**src/rtl/core/vector3_alu_macros.svh**
```systemverilog
// Assertion macros for the vector3_alu block.
// Used by the top level; expects clk and arst_n in scope.
`ifndef VECTOR3_ALU_MACROS_SVH
`define VECTOR3_ALU_MACROS_SVH

// Check that cons holds in the same cycle as ante.
`define V3A_ASSERT_SAME(lbl, ante, cons, msg) \
	lbl: assert property (@(posedge clk) disable iff (!arst_n) (ante) |-> (cons)) \
		else $error(msg);

// Check that cons holds in the cycle after ante.
`define V3A_ASSERT_NEXT(lbl, ante, cons, msg) \
	lbl: assert property (@(posedge clk) disable iff (!arst_n) (ante) |=> (cons)) \
		else $error(msg);

`endif

```
**src/rtl/core/v3a_sqrt_pipe.sv**
```systemverilog
// Pipelined integer square root, one root bit per stage, with sideband.
// No package dependencies.
module v3a_sqrt_pipe #(
	parameter int ROOT_BITS = 32,
	parameter int SIDE_BITS = 1
) (
	input  logic                     clk,
	input  logic                     arst_n,
	input  logic                     en,
	input  logic                     in_valid,
	input  logic [2*ROOT_BITS-1:0]   rad,
	input  logic [SIDE_BITS-1:0]     side_in,
	output logic                     out_valid,
	output logic [ROOT_BITS-1:0]     root,
	output logic [SIDE_BITS-1:0]     side_out
);
	localparam int RB  = ROOT_BITS;
	localparam int RAD = 2 * RB;
	localparam int REM = RB + 1;
	localparam int TW  = RB + 3;

	logic                 v_s    [RB];
	logic [REM-1:0]       rem_s  [RB];
	logic [RB-1:0]        root_s [RB];
	logic [RAD-1:0]       rad_s  [RB];
	logic [SIDE_BITS-1:0] side_s [RB];

	for (genvar k = 0; k < RB; k++) begin : g_stage
		logic                 vi;
		logic [REM-1:0]       rem_i;
		logic [RB-1:0]        root_i;
		logic [RAD-1:0]       rad_i;
		logic [SIDE_BITS-1:0] side_i;
		logic [TW-1:0]        part;
		logic [TW-1:0]        trial;
		logic [TW-1:0]        diff;
		logic                 fits;

		if (k == 0) begin : g_first
			assign vi     = in_valid;
			assign rem_i  = '0;
			assign root_i = '0;
			assign rad_i  = rad;
			assign side_i = side_in;
		end else begin : g_next
			assign vi     = v_s[k-1];
			assign rem_i  = rem_s[k-1];
			assign root_i = root_s[k-1];
			assign rad_i  = rad_s[k-1];
			assign side_i = side_s[k-1];
		end

		// bring down the next two radicand bits and try root*4+1
		assign part  = {rem_i, rad_i[RAD-1 -: 2]};
		assign trial = {1'b0, root_i, 2'b01};
		assign diff  = part - trial;
		assign fits  = (part >= trial);

		always_ff @(posedge clk or negedge arst_n) begin
			if (!arst_n) begin
				v_s[k] <= 1'b0;
			end else if (en) begin
				v_s[k] <= vi;
			end
		end

		always_ff @(posedge clk) begin
			if (en) begin
				rem_s[k]  <= fits ? diff[REM-1:0] : part[REM-1:0];
				root_s[k] <= {root_i[RB-2:0], fits};
				rad_s[k]  <= rad_i << 2;
				side_s[k] <= side_i;
			end
		end
	end

	assign out_valid = v_s[RB-1];
	assign root      = root_s[RB-1];
	assign side_out  = side_s[RB-1];
endmodule

```
**config.mk**
```make
export PLATFORM = sky130hd
export DESIGN_NAME = v3a_sqrt_pipe
export DESIGN_NICKNAME = d
export VERILOG_FILES = /design/src/rtl/core/vector3_alu_macros.svh /design/src/rtl/core/v3a_sqrt_pipe.sv
export SDC_FILE = /design/constraint.sdc
export NUM_CORES = 2
export LEC_CHECK = 0
export BUFFER_PORTS_ARGS = -buffer_cell sky130_fd_sc_hd__buf_4
export CAP_MARGIN = 15
export CELL_PAD_IN_SITES_DETAIL_PLACEMENT = 0
export CELL_PAD_IN_SITES_GLOBAL_PLACEMENT = 1
export CORE_MARGIN = 1.5
export CORE_UTILIZATION = 40
export CTS_CLUSTER_DIAMETER = 80
export DETAILED_ROUTE_END_ITERATION = 8
export PLACE_DENSITY = 0.6
export SLEW_MARGIN = 25
export SYNTH_ARGS = -nofsm -noshare
export SYNTH_HDL_FRONTEND = slang
export SYNTH_MEMORY_MAX_BITS = 65536
export SYNTH_SLANG_ARGS = --single-unit
```
**constraint.sdc**
```tcl
create_clock -name clk -period 10.9 [get_ports clk]
set_clock_uncertainty 0.2 [all_clocks]
set_input_delay 1.09 -clock clk [delete_from_list [all_inputs] [get_ports clk]]
set_output_delay 1.09 -clock clk [all_outputs]
set_load 0.03 [all_outputs]
```
* Yosys cells after proc, flatten, opt, wreduce, memory -nomap -nowiden *
Memories as Yosys holds them, arrays and structs flattened.
Cells that the tools add are included.

cells by class
  add/sub/neg operators = 32
  $lt $le $gt $ge = 32
  muxes and demuxes = 34

operator list
  kind                                                               count
  greater-or-equal comparator 35 x 34 -> 1 bit                       31
  two-way mux 33 bit                                                 32
  subtractor 33 bit                                                  31
  subtractor 2 x 1 -> 3 bit, second input constant                   1
  greater-or-equal comparator 2 x 1 -> 1 bit, second input constant  1
  two-way mux 1 bit                                                  2

word-level totals
  flip-flop bits (word level) = 32
  memory bits (writable) = 4096
  output and inout port bits = 34
  logic and storage cells = 134
  memories = 4

memories
  memory  words  bits a word  rd ports  clocked after Yosys merged registers in  wr ports  line                 source
  rad_s   32     62           31        0                                        32        v3a_sqrt_pipe.sv:25  logic [RAD-1:0] rad_s [RB];
  rem_s   32     33           31        0                                        32        v3a_sqrt_pipe.sv:23  logic [REM-1:0] rem_s [RB];
  root_s  32     32           32        0                                        32        v3a_sqrt_pipe.sv:24  logic [RB-1:0] root_s [RB];
  side_s  32     1            32        0                                        32        v3a_sqrt_pipe.sv:26  logic [SIDE_BITS-1:0] side_s [RB];

* Logic depth before layout (Yosys ltp) *
An unclocked memory read counts as a cell.

  word-level depth = 3
  gate-level depth with buffers = 14
  depth with buffers taken out = 12

* Worst setup path after synthesis *
No wires, ideal clock.

  path kind = register -> register
  from = mem rem_s[20][5] in the netlist's numbering
  to = mem rem_s[21][10] in the netlist's numbering (data pin)
  setup time = 260 ps
  data arrival time = 3078 ps
  slack = 7362 ps
  stages on the path, launching flop included = 11
  path buffers = 1
  path through = edfxtp_1 > ha_1 > and4_1 > and3_1 > nand3_1 > nand3_1 > o41ai_1 > o221ai_1 > a31oi_1 > buf_2 > mux2_2

RTL lines
  item         line
  from (decl)  v3a_sqrt_pipe.sv:23

==> metrics <==
run status=finished clean; Max Cap Viol=0; PwrDens=214 nW/um^2; GR Util met3=2.19%; CP required=11.31 ns; clock power share=34.1%; Reg-to-Reg Start=rem_s[27][2]$_DFFE_PP_; met2 Track Usage GR=28.3%; synth top area cells=edfxtp_1, ha_1, xnor2_1; RSZ-0062 raised after global routing=false; Rows=199; Hold Slack=0.160 ns; R2R Setup Slk=6.26 ns; htree depth=5; CTS root buf=clkbuf_16; post-placement cell count=13100; core area=295000 sq um; Die X=548 microns; Storage cell area=76700 sq um; final net count=10100; fraction of layout cells with a size suffix above 1=8.31%; CTS sink cnt=2559; Tot GR Track Use=16.6%; Lkg Pwr=0.0507 uW; Switching Fraction=28.2%; HP Class=input pin to flop; global route hottest layer=met2; commonest non-fill, non-tap cells in the layout=edfxtp_1, inv_1, nor2_1; Post-Route WL=252 mm; Yosys cell types=92; number of fill cells=26500; Slew headroom=29.9%; buffers from clock root to sink, at most=4; drt wl/cell=18.6 microns; commonest non-fill, non-tap cell in the layout=edfxtp_1; Hold Violations, Final=0; initial antenna violation count=5; clk slew on worst S/H paths=0.06 ns; CP max FO=58; Post-CTS Setup Inserts=0; Routed Antenna Nets=0; CTS tree=yes; peak supply drop=0.000131 V; die area=300000 sq um; DR pass1 iterations=6; Power Internal=20600 uW; crit path DAT=5.05 ns; Reg2Reg Depth=10; max-slew violations=0; Logic pwr share=19.6%; pin count of the biggest net entering global routing=175; asr flop ratio synth=1.25%; cts bufs inserted=293; number of synthesized flops with an enable pin=2527; Mapped Cells=9177; hold endpoint=rad_s[0][14]$_DFFE_PP_; Worst R2R End=rem_s[28][22]$_DFFE_PP_; post-synthesis cell area=119000 sq um; Tcrit/Tclk final=42.6%; Initial Util=40.3%; port buffer count=102; synthesis-to-layout area growth=12.8%; setup violators final=0; vias in the first global route=69600; endpoint class of the critical path=flop; Setup crit start=rem_s[27][2]$_DFFE_PP_; Synth Register Bits=2559; Synth top area share=63.9%; Ys Warns=0; non-filler instance count after layout=13600; io pins=103; Die Height=548 microns; Tmin final=4.64 ns; measured slew at the worst slew-check pin=1.05 ns; Multi-input gate area=38800 sq um; synthesized area per cell=12.9 sq um; first-pass GRT wire length=397 mm; Top FF cell, synth=edfxtp_1; Worst Path Class, Setup=flop to flop; Hold Crit Start=rad[14]; Max Freq=216 MHz; drt initial violations=5093; Psw=8110 uW; gr ovfl total=0; vias post-DR=69900; # DRC=0; GP Congestion=0.858; syn nets=9807; TNS Setup=0 ns; Critical Path Source Type=flop; sequential element share of the synthesized area=64.6%; DP Wirelength=180 mm; via/cell ratio=5.14; hold path depth=1; Worst-Skew Late Latency=0.90 ns; largest area contributor in the netlist=edfxtp_1; met1 Usage GRT=22.0%; sequential share of power=46.3%
-- layout make-up --
class                      instances  share of cell area, %
sequential                      2559                   57.2
multi-input combinational       5737                   29.0
clock buffer                     355                   5.74
tap                             3919                   3.66
inverter                         690                   1.93
clock inverter                   173                   1.44
timing repair buffer             158                   1.00
antenna                            3                0.00560
-- cells by family after synthesis --
group	share of synthesized area, %
XOR/XNOR	5.95
flip-flops	64.6
buffers and inverters	2.81
multiplexers	1.32
AO/OA/AOI/OAI	9.31
AND/OR/NAND/NOR	10.1
adder cells (fa/ha/maj)	5.91
other	0.00316
-- state kept, by name, summed over array words and instances, names as in the netlist --
name	cells
g_stage.vi	31
rem_s	975
out_valid	1
side_s	32
rad_s	992
root_s	528
-- power groups by stage --
| stage | clock network [uW] | logic, uW | registers (uW) |
|---|---|---|---|
| 2_1_floorplan | 0 | 4170 | 13100 |
| 3_3_place_gp | 0 | 5600 | 13500 |
| 3_5_place_dp | 0 | 5620 | 13500 |
| 4_1_cts | 10200 | 5670 | 13300 |
| 5_1_grt | 10500 | 6340 | 13400 |
| 6_report | 9780 | 5640 | 13300 |
-- worst max-delay path by stage --
stage	cells after the start	end	slack (ns)
CTS	10	rem_s[28][22]$_DFFE_PP_	6.31
detailed placement	10	rem_s[28][22]$_DFFE_PP_	6.35
global route	10	rem_s[28][22]$_DFFE_PP_	5.96
floorplan	10	rem_s[21][10]$_DFFE_PP_	7.36
global placement	10	rem_s[28][22]$_DFFE_PP_	6.23
finish	10	rem_s[28][22]$_DFFE_PP_	6.26
-- metrics by stage --
stage / worst slack (ns) / area, sq um / utilization [%] / power, uW
final: 6.26 / 134000 / 45.5 / 28700
after global routing: 5.96 / 134000 / 45.5 / 30300
after CTS: 6.31 / 134000 / 45.5 / 29200
after detailed placement: 6.35 / 124000 / 42.2 / 19100
after global placement: 6.23 / 124000 / 42.2 / 19100
after floorplan: 7.36 / 119000 / - / 17300
-- cells in the mapped netlist, drive strengths merged, types with 12 or more instances --
cell type,number
buf,29
and4,20
o211ai,42
clkbuf,162
and3,51
o22ai,16
a211oi,58
nand4b,14
nor3,234
nand2b,100
or2,45
xor2,361
o31ai,44
or3,87
a2111oi,18
a21boi,24
and2,43
nand3,166
a21o,203
mux2i,14
o31a,12
nor3b,19
or4,58
o21ai,450
nand2,590
nand3b,25
edfxtp,2527
nor2,648
mux2,127
a31oi,47
nor4,117
dfrtp,32
ha,561
a21oi,599
o21bai,65
nand4,96
a211o,12
o21a,99
xnor2,446
inv,689
nor2b,81
-- metal layers --
layer  up-vias  part of all wire [%]
met3       442                   3.7
met2      1220                    49
met1     33700                    45
met4         2                   3.1
met5         -                0.0051
li1      34500                     -
-- worst max-delay path: stages (launching register included) --
cell and delay [ns]:
edfxtp_1 0.39, ha_1 0.29, nor3_1 0.25, a211oi_1 0.18, a2111oi_0 0.92, nor2_1 0.23, a31oi_1 0.38, o21ai_0 0.30
a311oi_4 0.34, buf_4 0.50, mux2_2 0.39
-- what timing repair did --
action                                 CTS  global route
resized for setup                        0             0
endpoints found under the hold margin   32             0
hold buffers                             1             0
No activity file was read; power rests on OpenSTA's default activity.
